==> config.mk <==
export PLATFORM = sky130hd
export DESIGN_NAME = grid_mesh_index_generator_flat
export DESIGN_NICKNAME = d
export VERILOG_FILES = /design/src/hdl/gmig_pkg.sv /design/src/hdl/gmig_if.sv /design/src/hdl/gmig_walk.sv /design/src/hdl/gmig_index.sv /design/src/hdl/grid_mesh_index_generator.sv /design/src/flat_wrapper.sv
export SDC_FILE = /design/constraint.sdc
export NUM_CORES = 1
export LEC_CHECK = 0
export BUFFER_PORTS_ARGS = -buffer_cell sky130_fd_sc_hd__buf_2
export CORE_ASPECT_RATIO = 0.9
export CORE_MARGIN = 5
export CORE_UTILIZATION = 60
export DETAILED_ROUTE_END_ITERATION = 16
export HOLD_SLACK_MARGIN = 0.05
export PLACE_DENSITY = 0.81
export SLEW_MARGIN = 20
export SYNTH_ARGS = -nofsm -noshare
export SYNTH_HDL_FRONTEND = slang
export SYNTH_SLANG_ARGS = --single-unit
==> constraint.sdc <==
create_clock -name clk -period 8.6 [get_ports clk]
set_input_delay 1.72 -clock clk [delete_from_list [all_inputs] [get_ports clk]]
set_output_delay 1.72 -clock clk [all_outputs]
set_load 0.05 [all_outputs]
==> src/hdl/gmig_pkg.sv <==
// Shared widths, region codes and types for the grid mesh index generator.
`timescale 1ns / 1ps

package gmig_pkg;

    // Default number of squares along one side of the grid
    localparam int CELL_SIZE_DEF = 64;

    // Width of one vertex index and of the running triangle count
    localparam int IDX_W = 13;
    localparam int TRI_W = 14;

    // Vertices per square (two triangles) and triangles per drawn square
    localparam int SQUARE_VERTS    = 6;
    localparam int TRIS_PER_SQUARE = 2;

    // Walk regions
    localparam int REGION_W = 3;
    localparam logic [REGION_W-1:0] REGION_GRID   = 3'd0;
    localparam logic [REGION_W-1:0] REGION_TOP    = 3'd1;
    localparam logic [REGION_W-1:0] REGION_BOTTOM = 3'd2;
    localparam logic [REGION_W-1:0] REGION_LEFT   = 3'd3;
    localparam logic [REGION_W-1:0] REGION_RIGHT  = 3'd4;

    typedef logic [IDX_W-1:0]    idx_t;
    typedef logic [TRI_W-1:0]    tri_count_t;
    typedef logic [REGION_W-1:0] region_t;

endpackage

==> src/hdl/gmig_if.sv <==
// Valid/ready channel interfaces for the square flags and the index results.
`timescale 1ns / 1ps

interface gmig_in_if;
    logic valid;
    logic ready;
    logic square_empty;

    modport source (output valid, output square_empty, input ready);
    modport sink (input valid, input square_empty, output ready);
endinterface

interface gmig_out_if;
    import gmig_pkg::*;

    logic       valid;
    logic       ready;
    logic       drawn;
    idx_t       idx0;
    idx_t       idx1;
    idx_t       idx2;
    idx_t       idx3;
    idx_t       idx4;
    idx_t       idx5;
    tri_count_t triangles_so_far;
    logic       walk_done;

    modport source (
        output valid, output drawn,
        output idx0, output idx1, output idx2, output idx3, output idx4, output idx5,
        output triangles_so_far, output walk_done,
        input  ready
    );
    modport sink (
        input  valid, input drawn,
        input  idx0, input idx1, input idx2, input idx3, input idx4, input idx5,
        input  triangles_so_far, input walk_done,
        output ready
    );
endinterface

==> src/hdl/gmig_walk.sv <==
// Walk position counters: grid squares row by row, then the four skirts.
`timescale 1ns / 1ps

module gmig_walk #(
    parameter int CELL_SIZE = gmig_pkg::CELL_SIZE_DEF,
    parameter int POS_W     = $clog2(CELL_SIZE)
) (
    input  logic                  clk,
    input  logic                  rst_n,
    input  logic                  step,
    output logic [POS_W-1:0]      col,
    output logic [POS_W-1:0]      row,
    output gmig_pkg::region_t     region,
    output logic                  last
);
    import gmig_pkg::*;

    localparam logic [POS_W-1:0] POS_LAST = POS_W'(CELL_SIZE - 1);

    logic [POS_W-1:0] col_reg;
    logic [POS_W-1:0] col_next;
    logic [POS_W-1:0] row_reg;
    logic [POS_W-1:0] row_next;
    region_t          region_reg;
    region_t          region_next;
    logic             col_wrap;

    assign col_wrap = (col_reg == POS_LAST);

    // Work out the position of the following square
    always_comb
    begin
        col_next    = col_wrap ? '0 : col_reg + POS_W'(1);
        row_next    = row_reg;
        region_next = region_reg;
        case (region_reg)
            REGION_TOP, REGION_BOTTOM, REGION_LEFT:
            begin
                if (col_wrap)
                begin
                    region_next = region_reg + REGION_W'(1);
                end
            end
            REGION_RIGHT:
            begin
                // End of walk: return to the first grid square
                if (col_wrap)
                begin
                    row_next    = '0;
                    region_next = REGION_GRID;
                end
            end
            default:
            begin
                region_next = REGION_GRID;
                if (col_wrap)
                begin
                    if (row_reg == POS_LAST)
                    begin
                        row_next    = '0;
                        region_next = REGION_TOP;
                    end
                    else
                    begin
                        row_next = row_reg + POS_W'(1);
                    end
                end
            end
        endcase
    end

    // Advance once per accepted item
    always_ff @(posedge clk or negedge rst_n)
    begin
        if (!rst_n)
        begin
            col_reg    <= '0;
            row_reg    <= '0;
            region_reg <= REGION_GRID;
        end
        else if (step)
        begin
            col_reg    <= col_next;
            row_reg    <= row_next;
            region_reg <= region_next;
        end
    end

    assign col    = col_reg;
    assign row    = row_reg;
    assign region = region_reg;
    assign last   = (region_reg == REGION_RIGHT) && col_wrap;

endmodule

==> src/hdl/gmig_index.sv <==
// Six vertex indices of one square from its region and position.
`timescale 1ns / 1ps

module gmig_index #(
    parameter int CELL_SIZE = gmig_pkg::CELL_SIZE_DEF,
    parameter int POS_W     = $clog2(CELL_SIZE)
) (
    input  logic [POS_W-1:0]  col,
    input  logic [POS_W-1:0]  row,
    input  gmig_pkg::region_t region,
    output gmig_pkg::idx_t    tri_idx [gmig_pkg::SQUARE_VERTS]
);
    import gmig_pkg::*;

    // Vertex layout, kept modulo the index width
    localparam int   VSTRIDE     = CELL_SIZE + 1;
    localparam idx_t VS          = IDX_W'(VSTRIDE);
    localparam idx_t SKIRT_TOP   = IDX_W'(VSTRIDE * VSTRIDE);
    localparam idx_t LAST_ROW    = IDX_W'(VSTRIDE * VSTRIDE - VSTRIDE);
    localparam idx_t SKIRT_BOT   = IDX_W'(VSTRIDE * VSTRIDE + VSTRIDE);
    localparam idx_t SKIRT_LEFT  = IDX_W'(VSTRIDE * VSTRIDE + 2 * VSTRIDE);
    localparam idx_t SKIRT_RIGHT = IDX_W'(VSTRIDE * VSTRIDE + 3 * VSTRIDE);
    localparam idx_t RIGHT_EDGE  = IDX_W'(VSTRIDE - 1);

    logic [POS_W-1:0] mul_op;
    idx_t             prod;
    idx_t             col_i;
    idx_t             base;
    idx_t             t0;
    idx_t             t1;
    idx_t             b0;
    idx_t             b1;

    // Grid squares scale the row, side skirts scale the position along them
    assign mul_op = (region == REGION_LEFT || region == REGION_RIGHT) ? col : row;
    assign prod   = IDX_W'(mul_op) * VS;
    assign col_i  = IDX_W'(col);
    assign base   = prod + col_i;

    // Pick edge vertices and winding per region
    always_comb
    begin
        t0 = '0;
        t1 = '0;
        b0 = '0;
        b1 = '0;
        tri_idx = '{default: '0};
        case (region)
            REGION_TOP:
            begin
                t0 = col_i;
                t1 = t0 + IDX_W'(1);
                b0 = SKIRT_TOP + col_i;
                b1 = b0 + IDX_W'(1);
                tri_idx = '{b0, t0, t1, b1, b0, t1};
            end
            REGION_BOTTOM:
            begin
                t0 = LAST_ROW + col_i;
                t1 = t0 + IDX_W'(1);
                b0 = SKIRT_BOT + col_i;
                b1 = b0 + IDX_W'(1);
                tri_idx = '{t1, t0, b0, t1, b0, b1};
            end
            REGION_LEFT:
            begin
                t0 = prod;
                t1 = t0 + VS;
                b0 = SKIRT_LEFT + col_i;
                b1 = b0 + IDX_W'(1);
                tri_idx = '{t1, t0, b0, t1, b0, b1};
            end
            REGION_RIGHT:
            begin
                t0 = RIGHT_EDGE + prod;
                t1 = t0 + VS;
                b0 = SKIRT_RIGHT + col_i;
                b1 = b0 + IDX_W'(1);
                tri_idx = '{b0, t0, t1, b1, b0, t1};
            end
            default:
            begin
                // Alternate the diagonal on row and column parity
                t0 = base;
                t1 = base + IDX_W'(1);
                b0 = base + VS;
                b1 = b0 + IDX_W'(1);
                if (col[0] == row[0])
                begin
                    tri_idx = '{t0, b0, b1, t0, b1, t1};
                end
                else
                begin
                    tri_idx = '{t1, t0, b0, t1, b0, b1};
                end
            end
        endcase
    end

endmodule

==> src/hdl/grid_mesh_index_generator.sv <==
// Top level: triangle index generator for a terrain grid with four skirts.
`timescale 1ns / 1ps

// Takes one empty flag per square, in walk order: CELL_SIZE x CELL_SIZE grid
// squares row by row, then CELL_SIZE squares each of the top, bottom, left and
// right skirts. Each item gives one result with six vertex indices (two
// triangles), the running triangle count and a flag on the last square of the
// walk, after which positions and count start again. With skip_empty set, an
// empty square gives drawn = 0, all-zero indices and an unchanged count.
// Every item passes an input register and then a result register before its result
// is offered, and one item is taken every cycle while the output is not stalled;
// the output stage alone sets the pace, stalling only while results wait.
// Write skip_empty only while no item is in flight.

module grid_mesh_index_generator #(
    parameter int CELL_SIZE = gmig_pkg::CELL_SIZE_DEF
) (
    input  logic       clk,
    input  logic       rst_n,
    input  logic       cfg_wr_en,
    input  logic       cfg_wr_data,
    gmig_in_if.sink    in_ch,
    gmig_out_if.source out_ch
);
    import gmig_pkg::*;

    localparam int POS_W = $clog2(CELL_SIZE);

    logic             skip_empty_reg;

    // Walk position of the next item to arrive
    logic [POS_W-1:0] walk_col;
    logic [POS_W-1:0] walk_row;
    region_t          walk_region;
    logic             walk_last;

    // Input register
    logic             s1_valid_reg;
    logic             s1_empty_reg;
    logic [POS_W-1:0] s1_col_reg;
    logic [POS_W-1:0] s1_row_reg;
    region_t          s1_region_reg;
    logic             s1_last_reg;

    // Result register
    logic             out_valid_reg;
    logic             out_drawn_reg;
    idx_t             out_idx_reg [SQUARE_VERTS];
    tri_count_t       out_tris_reg;
    logic             out_done_reg;

    tri_count_t       total_reg;
    tri_count_t       total_next;
    tri_count_t       tri_sum;
    idx_t             sq_idx [SQUARE_VERTS];
    logic             drawn;
    logic             in_take;
    logic             out_free;
    logic             s1_move;

    // Handshake: the result register frees when empty or taken
    assign out_free = !out_valid_reg || out_ch.ready;
    assign s1_move  = s1_valid_reg && out_free;
    assign in_ch.ready = !s1_valid_reg || out_free;
    assign in_take  = in_ch.valid && in_ch.ready;

    // Hold the configuration register
    always_ff @(posedge clk or negedge rst_n)
    begin
        if (!rst_n)
        begin
            skip_empty_reg <= 1'b0;
        end
        else if (cfg_wr_en)
        begin
            skip_empty_reg <= cfg_wr_data;
        end
    end

    gmig_walk #(
        .CELL_SIZE (CELL_SIZE),
        .POS_W     (POS_W)
    ) u_walk (
        .clk    (clk),
        .rst_n  (rst_n),
        .step   (in_take),
        .col    (walk_col),
        .row    (walk_row),
        .region (walk_region),
        .last   (walk_last)
    );

    // Capture the item with its walk position
    always_ff @(posedge clk or negedge rst_n)
    begin
        if (!rst_n)
        begin
            s1_valid_reg <= 1'b0;
        end
        else if (in_ch.ready)
        begin
            s1_valid_reg <= in_ch.valid;
        end
    end

    always_ff @(posedge clk)
    begin
        if (in_take)
        begin
            s1_empty_reg  <= in_ch.square_empty;
            s1_col_reg    <= walk_col;
            s1_row_reg    <= walk_row;
            s1_region_reg <= walk_region;
            s1_last_reg   <= walk_last;
        end
    end

    gmig_index #(
        .CELL_SIZE (CELL_SIZE),
        .POS_W     (POS_W)
    ) u_index (
        .col     (s1_col_reg),
        .row     (s1_row_reg),
        .region  (s1_region_reg),
        .tri_idx (sq_idx)
    );

    // Count triangles; restart after the last square
    assign drawn      = !(skip_empty_reg && s1_empty_reg);
    assign tri_sum    = total_reg + (drawn ? TRI_W'(TRIS_PER_SQUARE) : '0);
    assign total_next = s1_last_reg ? '0 : tri_sum;

    always_ff @(posedge clk or negedge rst_n)
    begin
        if (!rst_n)
        begin
            total_reg     <= '0;
            out_valid_reg <= 1'b0;
        end
        else
        begin
            if (s1_move)
            begin
                total_reg <= total_next;
            end
            if (out_free)
            begin
                out_valid_reg <= s1_valid_reg;
            end
        end
    end

    // Load the result register; zero the indices of a dropped square
    always_ff @(posedge clk)
    begin
        if (s1_move)
        begin
            out_drawn_reg <= drawn;
            for (int k = 0; k < SQUARE_VERTS; k++)
            begin
                out_idx_reg[k] <= drawn ? sq_idx[k] : '0;
            end
            out_tris_reg <= tri_sum;
            out_done_reg <= s1_last_reg;
        end
    end

    assign out_ch.valid            = out_valid_reg;
    assign out_ch.drawn            = out_drawn_reg;
    assign out_ch.idx0             = out_idx_reg[0];
    assign out_ch.idx1             = out_idx_reg[1];
    assign out_ch.idx2             = out_idx_reg[2];
    assign out_ch.idx3             = out_idx_reg[3];
    assign out_ch.idx4             = out_idx_reg[4];
    assign out_ch.idx5             = out_idx_reg[5];
    assign out_ch.triangles_so_far = out_tris_reg;
    assign out_ch.walk_done        = out_done_reg;

endmodule

==> src/flat_wrapper.sv <==
// flat-port wrapper written by rule: the top's interface ports become plain ports
module grid_mesh_index_generator_flat import gmig_pkg::*;
#(
    parameter int CELL_SIZE = gmig_pkg::CELL_SIZE_DEF
)
  (clk, rst_n, cfg_wr_en, cfg_wr_data, in_ch_valid, in_ch_square_empty, in_ch_ready, out_ch_valid, out_ch_drawn, out_ch_idx0, out_ch_idx1, out_ch_idx2, out_ch_idx3, out_ch_idx4, out_ch_idx5, out_ch_triangles_so_far, out_ch_walk_done, out_ch_ready);
  gmig_in_if in_ch_i ();
  gmig_out_if out_ch_i ();
  input  logic clk;
  input  logic rst_n;
  input  logic cfg_wr_en;
  input  logic cfg_wr_data;
  input wire logic [$bits(in_ch_i.valid)-1:0] in_ch_valid;
  input wire logic [$bits(in_ch_i.square_empty)-1:0] in_ch_square_empty;
  output wire logic [$bits(in_ch_i.ready)-1:0] in_ch_ready;
  output wire logic [$bits(out_ch_i.valid)-1:0] out_ch_valid;
  output wire logic [$bits(out_ch_i.drawn)-1:0] out_ch_drawn;
  output wire logic [$bits(out_ch_i.idx0)-1:0] out_ch_idx0;
  output wire logic [$bits(out_ch_i.idx1)-1:0] out_ch_idx1;
  output wire logic [$bits(out_ch_i.idx2)-1:0] out_ch_idx2;
  output wire logic [$bits(out_ch_i.idx3)-1:0] out_ch_idx3;
  output wire logic [$bits(out_ch_i.idx4)-1:0] out_ch_idx4;
  output wire logic [$bits(out_ch_i.idx5)-1:0] out_ch_idx5;
  output wire logic [$bits(out_ch_i.triangles_so_far)-1:0] out_ch_triangles_so_far;
  output wire logic [$bits(out_ch_i.walk_done)-1:0] out_ch_walk_done;
  input wire logic [$bits(out_ch_i.ready)-1:0] out_ch_ready;
  assign in_ch_i.valid = in_ch_valid;
  assign in_ch_i.square_empty = in_ch_square_empty;
  assign in_ch_ready = in_ch_i.ready;
  assign out_ch_valid = out_ch_i.valid;
  assign out_ch_drawn = out_ch_i.drawn;
  assign out_ch_idx0 = out_ch_i.idx0;
  assign out_ch_idx1 = out_ch_i.idx1;
  assign out_ch_idx2 = out_ch_i.idx2;
  assign out_ch_idx3 = out_ch_i.idx3;
  assign out_ch_idx4 = out_ch_i.idx4;
  assign out_ch_idx5 = out_ch_i.idx5;
  assign out_ch_triangles_so_far = out_ch_i.triangles_so_far;
  assign out_ch_walk_done = out_ch_i.walk_done;
  assign out_ch_i.ready = out_ch_ready;
  grid_mesh_index_generator #(.CELL_SIZE(CELL_SIZE)) u_core (.clk(clk), .rst_n(rst_n), .cfg_wr_en(cfg_wr_en), .cfg_wr_data(cfg_wr_data), .in_ch(in_ch_i), .out_ch(out_ch_i));
endmodule
==> After elaboration in Yosys (flattened, before gate mapping) <==
Memory sizes are Yosys's and may differ from the RTL's.
Cells that the tools add are included.
W data, S select, Z words.
{ "totals": {"mem_count": 1, "ram_bits": 78, "output_inout_bits": 96, "in_bits": 7, "regBits": 65} }
{ "op_classes": {"n_reduce_logical": 13, "bitwise_logic": 1, "mux": 23, "eq_ne": 13, "n_addsub": 22, "mul": 1} }
{ "mem_list": {"columns": ["memory", "depth", "word_bits", "read_ports", "rd_clocked_by_memory_dff", "write_ports", "line_no", "source"], "rows": [
  ["u_core.out_idx_reg", 6, 13, 6, 0, 6, "grid_mesh_index_generator.sv:48", "idx_t out_idx_reg [SQUARE_VERTS];"]
]} }
{ "op_table": {"columns": ["cell", "n"], "rows": [
  ["$pmux W78 S4", 1],
  ["$add A13 B1 Y13 const B", 7],
  ["$mux W13", 6],
  ["$mux W78", 1],
  ["$add A13 B6 Y13 const A", 5],
  ["$add A13 B7 Y13 const B", 3],
  ["$mux W6", 5],
  ["$add A14 B14 Y14", 1],
  ["$mux W14", 1],
  ["$add A13 B6 Y13", 1],
  ["$add A7 B13 Y13 const A", 1],
  ["$mul A6 B7 Y13 const B", 1],
  ["$add A6 B1 Y6 const B", 2],
  ["$eq A3 B2 Y1 const B", 4],
  ["$eq A6 B6 Y1 const B", 2],
  ["$pmux W6 S2", 1],
  ["$add A6 B1 Y7 const B", 1],
  ["$eq A3 B1 Y1 const B", 2],
  ["$eq A3 B3 Y1 const B", 2],
  ["$mux W3", 2],
  ["$pmux W3 S2", 1],
  ["$reduce_and A3 Y1", 2],
  ["$logic_and A1 B1 Y1", 4],
  ["$mux W1", 4],
  ["other kinds (8)", 13]
]} }

==> Depth between registers and ports, before layout <==
Gate-level depths: netlist of the first run.
{ "logic_depth": {"depth_word": 10, "depth_mapped": 19, "mapped_depth_nobuf": 16} }

==> Cells and area by module <==
From an unflattened synthesis of the first run, not the netlist that was laid out.
{ "unflattened": {"hier_cells": 1021, "area_unflattened_um2": 9765.6} }
{ "by_module_without_submodules": {"columns": ["mod", "area_each_um2", "instances", "seq_area_each_um2", "cells_each"], "rows": [
  ["grid_mesh_index_generator", 4767.1, 1, 3703.6, 294],
  ["gmig_index", 4119.0, 1, 0.0, 636],
  ["gmig_walk", 879.6, 1, 375.4, 91]
]} }

==> Least setup slack after synthesis of the first run <==
Ideal clock, no wire load.
{ "synth_timing": {"path_type": "reg2reg", "start": "reg u_core.s1_region_reg[1]", "end": "mem u_core.out_idx_reg[2][11] in the netlist's numbering, data pin", "setup_time_ns": 0.266, "path_stages_with_launch": 18, "synth_period_minus_slack_ns": 4.530, "path_buffers": 2, "t_required_ns": 8.334, "t_arrival_ns": 4.264, "path_slack_ns": 4.070, "cell_sequence": "edfxtp_1 buf_2 nor3b_4 nor3_2 nor2_8 ha_1 inv_1 fa_1 xnor2_1 ha_1 and2_1 buf_1 nand4_1 or3_1 or3_4 a2111oi_4 xnor2_1 o21ai_1"} }
{ "synth_rtl": {"columns": ["item", "line_no", "source"], "rows": [
  ["start, declared", "grid_mesh_index_generator.sv:42", "region_t s1_region_reg;"],
  ["start signal, assigned", "grid_mesh_index_generator.sv:113", "s1_region_reg <= walk_region;"],
  ["end, declared", "grid_mesh_index_generator.sv:48", null]
]} }

==> results of run 1 <==
worst reg2reg max path: stages, from the launching register on:
cell and delay, ns:
edfxtp_1 0.78, nor3b_4 1.05, nor3_2 0.23, nor2_8 0.25, ha_1 0.23, inv_1 0.07
fa_1 0.42, xnor2_1 0.50, ha_1 0.23, and2_1 0.33, nand4_1 0.32, or3_1 0.46
or3_4 0.36, a21oi_1 0.28, nor4bb_1 0.33, nor3_1 0.08
cells in the final DEF, fill, tap and decap left out, drive strengths merged, types with 31 or more instances in the layout:
cell type,instances
a21oi,70
buf,110
dfrtp,31
edfxtp,107
ha,31
nand2,100
nor2,95
o21ai,70
xnor2,75
xor2,42
report_power, final:
part	total [mW]	internal, mW	switching [mW]	leakage [nW]
clock	0.765	0.474	0.291	0.303
sequential	0.965	0.871	0.0934	1.44
combinational	1.46	0.452	1.01	2.32
cells by family (layout without fill, tap and decap cells):
kind of cell	count (synthesis)	after routing
AND/OR/NAND/NOR	331	331
AO/OA/AOI/OAI	252	252
flip-flops	138	138
XOR/XNOR	118	118
buffers and inverters	90	168
adder cells (fa/ha/maj)	33	33
multiplexers	5	5
other	1	1
cells in the mapped netlist, types with 16 or more instances:
cell type  instances  area share
edfxtp_1         107        0.35
nand2_1          100       0.041
nor2_1            93       0.038
xnor2_1           70       0.066
a21oi_1           68       0.037
o21ai_0           66       0.036
xor2_1            40       0.038
clkbuf_1          38       0.015
dfrtp_1           31       0.084
ha_1              31       0.042
nand3_1           27       0.015
inv_1             19      0.0077
nor3_1            16      0.0087
path summary, 6_finish.rpt:
path	startpoint	to	slack, ns	depth (start not counted)
max	u_core.s1_region_reg[1]	u_core.out_idx_reg[5][10]	2.43	15
min	u_core.total_reg[1]	u_core.total_reg[1]	0.49	2
max reg2reg	u_core.s1_region_reg[1]	u_core.out_idx_reg[5][10]	2.43	15
min reg2reg	u_core.total_reg[1]	u_core.total_reg[1]	0.49	2
max in group asynchronous	rst_n	u_core.u_walk.row[3]	6.77	1
min in group asynchronous	rst_n	u_core.total_reg[10]	1.35	1
per-layer routing:
layer / up-vias / part of all wire / track usage / wire (um)
met3: 79 / 0.11 / 0.0653 / 2720
met2: 522 / 0.44 / 0.425 / 11300
met5: - / 0 / 0 / 0
li1: 3652 / - / - / -
met4: 0 / 0.031 / 0.0900 / 799
met1: 3758 / 0.42 / 0.409 / 10800
final cells by class:
class / instances / area share
clock buffer: 19 / 0.0434
clock inverter: 13 / 0.0159
inverter: 26 / 0.00994
multi-input combinational: 740 / 0.470
sequential: 138 / 0.382
tap: 202 / 0.0242
timing repair buffer: 110 / 0.0549
==> flow_summary.toml, run 1 <==
[sta]
max-slew-margin-rel = 0.234
hold_violations = 0
final_max_slew_viol_count = 0
holdWs_ns = 0.486
fin_crit_sh = 0.717
period_minus_slack_ns = 6.17
tns_ns = 0
max_freq_mhz = 162
rsz0062_at_grt = "false"
setup_ws_ns = 2.43
setup_violations = 0
tightestPinTransition_ns = 1.14
fin_skew_ns = 0.00698

[place]
dp_hpwl_um = 18300
postPlaceCellArea_um2 = 9820
placed_cells = 1216
dp_slack_ns = 2.68
io_buffer_count = 101
gp_congestion = 0.990

[detailed_routing]
wl_per_cell_um = 20.5
viasPerCell = 6.42
drt-total-wl_um = 25500
drtPass1Iterations = 6
ant_nets = 0
num_vias = 8011
drc_errors = 0
drt_iter0_markers = 1371

[synthesis]
synth_fa_ha_area_frac = 0.0452
synth_top_flop_cell = "edfxtp_1"
synth_edf_count = 107
syn_area_per_cell_um2 = 9.56
synth_simple_gate_area_frac = 0.179
synth_compound_area_frac = 0.176
yosysWarnings = 0
synth_top_family_by_area = "simple AND/OR/NAND/NOR gates"
synth_seq_area_share = 0.431
yosysUniqueCellTypes = 89
synth_area_um2 = 9250
ys_ff_latch = 138
synthMuxAreaShare = 0.00703
synth_xor_xnor_area_share = 0.120
syn_inst = 968
synth-async-reset-ratio = 0.225
synth_nets = 1007

[cells_and_area]
multi_input_area_um2 = 4900
antennaDiodeCount = 0
fin_util = 0.683
fin_cells = 1248
fin_nets = 1072
largest_reg_flops = 75
area_delta_synth_final_pct = 12.9
n_fill_cell = 1209
fin_area_um2 = 10400
layout.area.seq_um2 = 3990
layout-drive-gt1-share = 0.179

[grt]
grt_max_degree = 72
grt_pass1_wl_um = 40000
grt_use_total = 0.283
grt-ovfl-total = 0
grt_pass1_vias = 7156
antenna_found_initial = 0

[run]
maxCapViolations = 0

[cts]
clock_latency_ns = 0.43
postCtsSetupBuffers = 0
clock_path_buffers = 2
cts_resized = 0
ctsHoldBuffers = 0
cts.sinks = 138
cts_tree = "built"
numCtsBuffers = 17
cts_root_buf = "clkbuf_16"
htree_levels = 4
clk_pin_slew_ns = 0.06

[critical_path]
cp_slowest_cell = "nor3b_4"
worstPathArrival_ns = 6.34
worst-path-buf-inv = 1
critPathRequiredTime_ns = 8.78
cp_cell_sequence = "nor3b_4 > nor3_2 > nor2_8 > ha_1 > inv_1 > fa_1 > xnor2_1 > ha_1 > and2_1 > nand4_1 > or3_1 > or3_4 > a21oi_1 > nor4bb_1 > nor3_1"
cp-end-kind = "register"
cp_max_fo = 32
crit_type = "reg2reg"
path_delay_family = "simple AND/OR/NAND/NOR gates"
slowest_delay_ns = 1.05
worst_path_most_repeated_cell = "ha_1"
startpoint_type = "register"

[die]
die_h_um = 128
num_rows = 43
coreArea_um2 = 15300
io_pins = 103
chipWidth_um = 141
die-area_um2 = 18000
start_util = 0.605

[worst_hold_path]
min_path_type = "reg2reg"

[pwr]
fin_total_pwr_mw = 3.19
worst_ir_drop_vdd_mv = 0.232
p_leak_nw = 4.07
power_density_nw_per_um2 = 306

[run_status]
status = "complete, no violations"
Power figures use the tool's default switching activity.
==> run 2: changes to the inputs <==
clock period = 5.7 ns   (was 8.6 ns; I/O delays follow)
==> run 2 against run 1 <==
Against the previous run:
- sequential power up 46%
- via count up 1.0%
- register-to-register slack worse by 1.9 ns
- critical path type unchanged
==> flow_summary.toml, run 2 (synthesis gave the netlist of run 1 again) <==
[run_status]
status = "complete, no violations"

[sta]
fin_skew_ns = 0.00595
holdWs_ns = 0.494
hold_violations = 0
final_max_slew_viol_count = 0
rsz0062_at_grt = "false"
max-slew-margin-rel = 0.397
period_minus_slack_ns = 5.15
fin_crit_sh = 0.903
setup_violations = 0
max_freq_mhz = 194
tns_ns = 0
tightestPinTransition_ns = 0.898

[pwr]
power_density_nw_per_um2 = 455
worst_ir_drop_vdd_mv = 0.246
p_leak_nw = 4.15

[critical_path]
crit_type = "reg2reg"
cp-end-kind = "register"
cp-endpoint = "u_core.out_idx_reg[2][10]"
reg2reg_depth = 16
cp_slowest_cell = "o311ai_0"
critPathRequiredTime_ns = 5.86
cp_cell_sequence = "buf_4 > inv_1 > nor2_1 > o311ai_0 > inv_1 > ha_1 > nand3_1 > a21o_1 > a211oi_2 > xnor2_1 > buf_4 > nor4b_1 > o21ai_0 > a21oi_1 > xnor2_1 > o22ai_1"
r2r-start = "u_core.s1_region_reg[0]"
cp_max_fo = 14
r2r_slack_ns = 0.55
worstPathArrival_ns = 5.30
r2r_end = "u_core.out_idx_reg[2][10]"
startpoint_type = "register"
worstSetupStartpoint = "u_core.s1_region_reg[0]"
slowest_delay_ns = 0.63

[detailed_routing]
wl_met2_um = 11500
ant_nets = 0
viasPerCell = 6.37
drt_iter0_markers = 1092
route.met3.wl_um = 3250
drtPass1Iterations = 9
wl_per_cell_um = 20.9
num_vias = 8093
wl_met1_um = 10800
routed.top_layer = "met4"
drt-total-wl_um = 26600
drc_errors = 0

[die]
num_rows = 43
die-area_um2 = 18000
die_h_um = 128
io_pins = 103
start_util = 0.605
coreArea_um2 = 15300
chipWidth_um = 141

[cells_and_area]
area_delta_synth_final_pct = 14.2
antennaDiodeCount = 0
layout-drive-gt1-share = 0.197
most-common-layout-cells = "edfxtp_1, buf_2, nand2_1, nor2_1"
fin_nets = 1094
final_common_cell = "edfxtp_1"
largest_reg_flops = 75

[cts]
cts_resized = 0
clk_pin_slew_ns = 0.06
ctsHoldBuffers = 0
clock_path_buffers = 2
cts.sinks = 138
htree_levels = 4
numCtsBuffers = 17
cts_root_buf = "clkbuf_16"
postCtsSetupBuffers = 0
clock_latency_ns = 0.43
cts_tree = "built"

[run]
maxCapViolations = 0

[place]
io_buffer_count = 101
gp_congestion = 1.00
dp_hpwl_um = 19200

[grt]
antenna_found_initial = 0
grt_use_total = 0.297
grt_pass1_wl_um = 41400
grt-ovfl-total = 0
grt_pass1_vias = 7477
grt_max_degree = 55

[worst_hold_path]
min_path_type = "reg2reg"
run 2: how the worst min path moves through the flow:
stage | cells after the start | from | endpoint | slack, ns
floorplan | 0 | u_core.s1_last_reg | u_core.out_ch.walk_done | 0.42
global placement | 2 | u_core.total_reg[1] | u_core.total_reg[1] | 0.47
detailed placement | 1 | u_core.s1_valid_reg | u_core.out_ch.valid | 0.48
CTS | 2 | u_core.total_reg[1] | u_core.total_reg[1] | 0.50
global route | 0 | u_core.u_walk.row[5] | u_core.s1_row_reg[5] | 0.53
finish | 2 | u_core.total_reg[1] | u_core.total_reg[1] | 0.49
run 2: metrics by stage:
step                std cells  setup slack (ns)  area [um^2]   util  total power, mW
detailed placement       1238             0.675         9990  0.654             3.69
global placement         1238             0.815         9990  0.654             3.67
floorplan                 968              1.17         9250      -             3.10
CTS                      1270             0.660        10600  0.691             4.76
global route             1270             0.110        10600  0.691             5.03
finish                   1270             0.554        10600  0.691             4.81
run 2: worst max-delay path, delay by kind of cell, from the launching register on:
kind | cells | cell delay (ns)
and+or+nand+nor | 3 | 0.52
xor gates and xnor gates | 2 | 0.58
AOI/OAI and AO/OA | 6 | 1.71
DFF | 1 | 0.58
adders and majority gates | 1 | 0.49
buffers and inverters | 4 | 0.97
run 2: routing by layer:
metal,up-vias,track usage
met4,0,0.119
met3,70,0.0776
met2,539,0.440
li1,3694,-
met1,3790,0.418
met5,-,0
run 2: final cells by class:
class | instances | area [um^2]
timing repair buffer | 132 | 738
tap | 202 | 253
clock buffer | 20 | 457
fill | 1177 | 4720
inverter | 26 | 104
multi-input combinational | 740 | 4910
clock inverter | 12 | 111
sequential | 138 | 3990
run 2: power by group:
| part | total (mW) | leakage [nW] | internal [mW] | switching, mW |
|---|---|---|---|---|
| Combinational | 2.33 | 2.43 | 0.723 | 1.61 |
| Clock | 1.06 | 0.278 | 0.627 | 0.437 |
| Sequential | 1.41 | 1.44 | 1.31 | 0.0987 |
| Total | 4.81 | 4.15 | 2.66 | 2.14 |
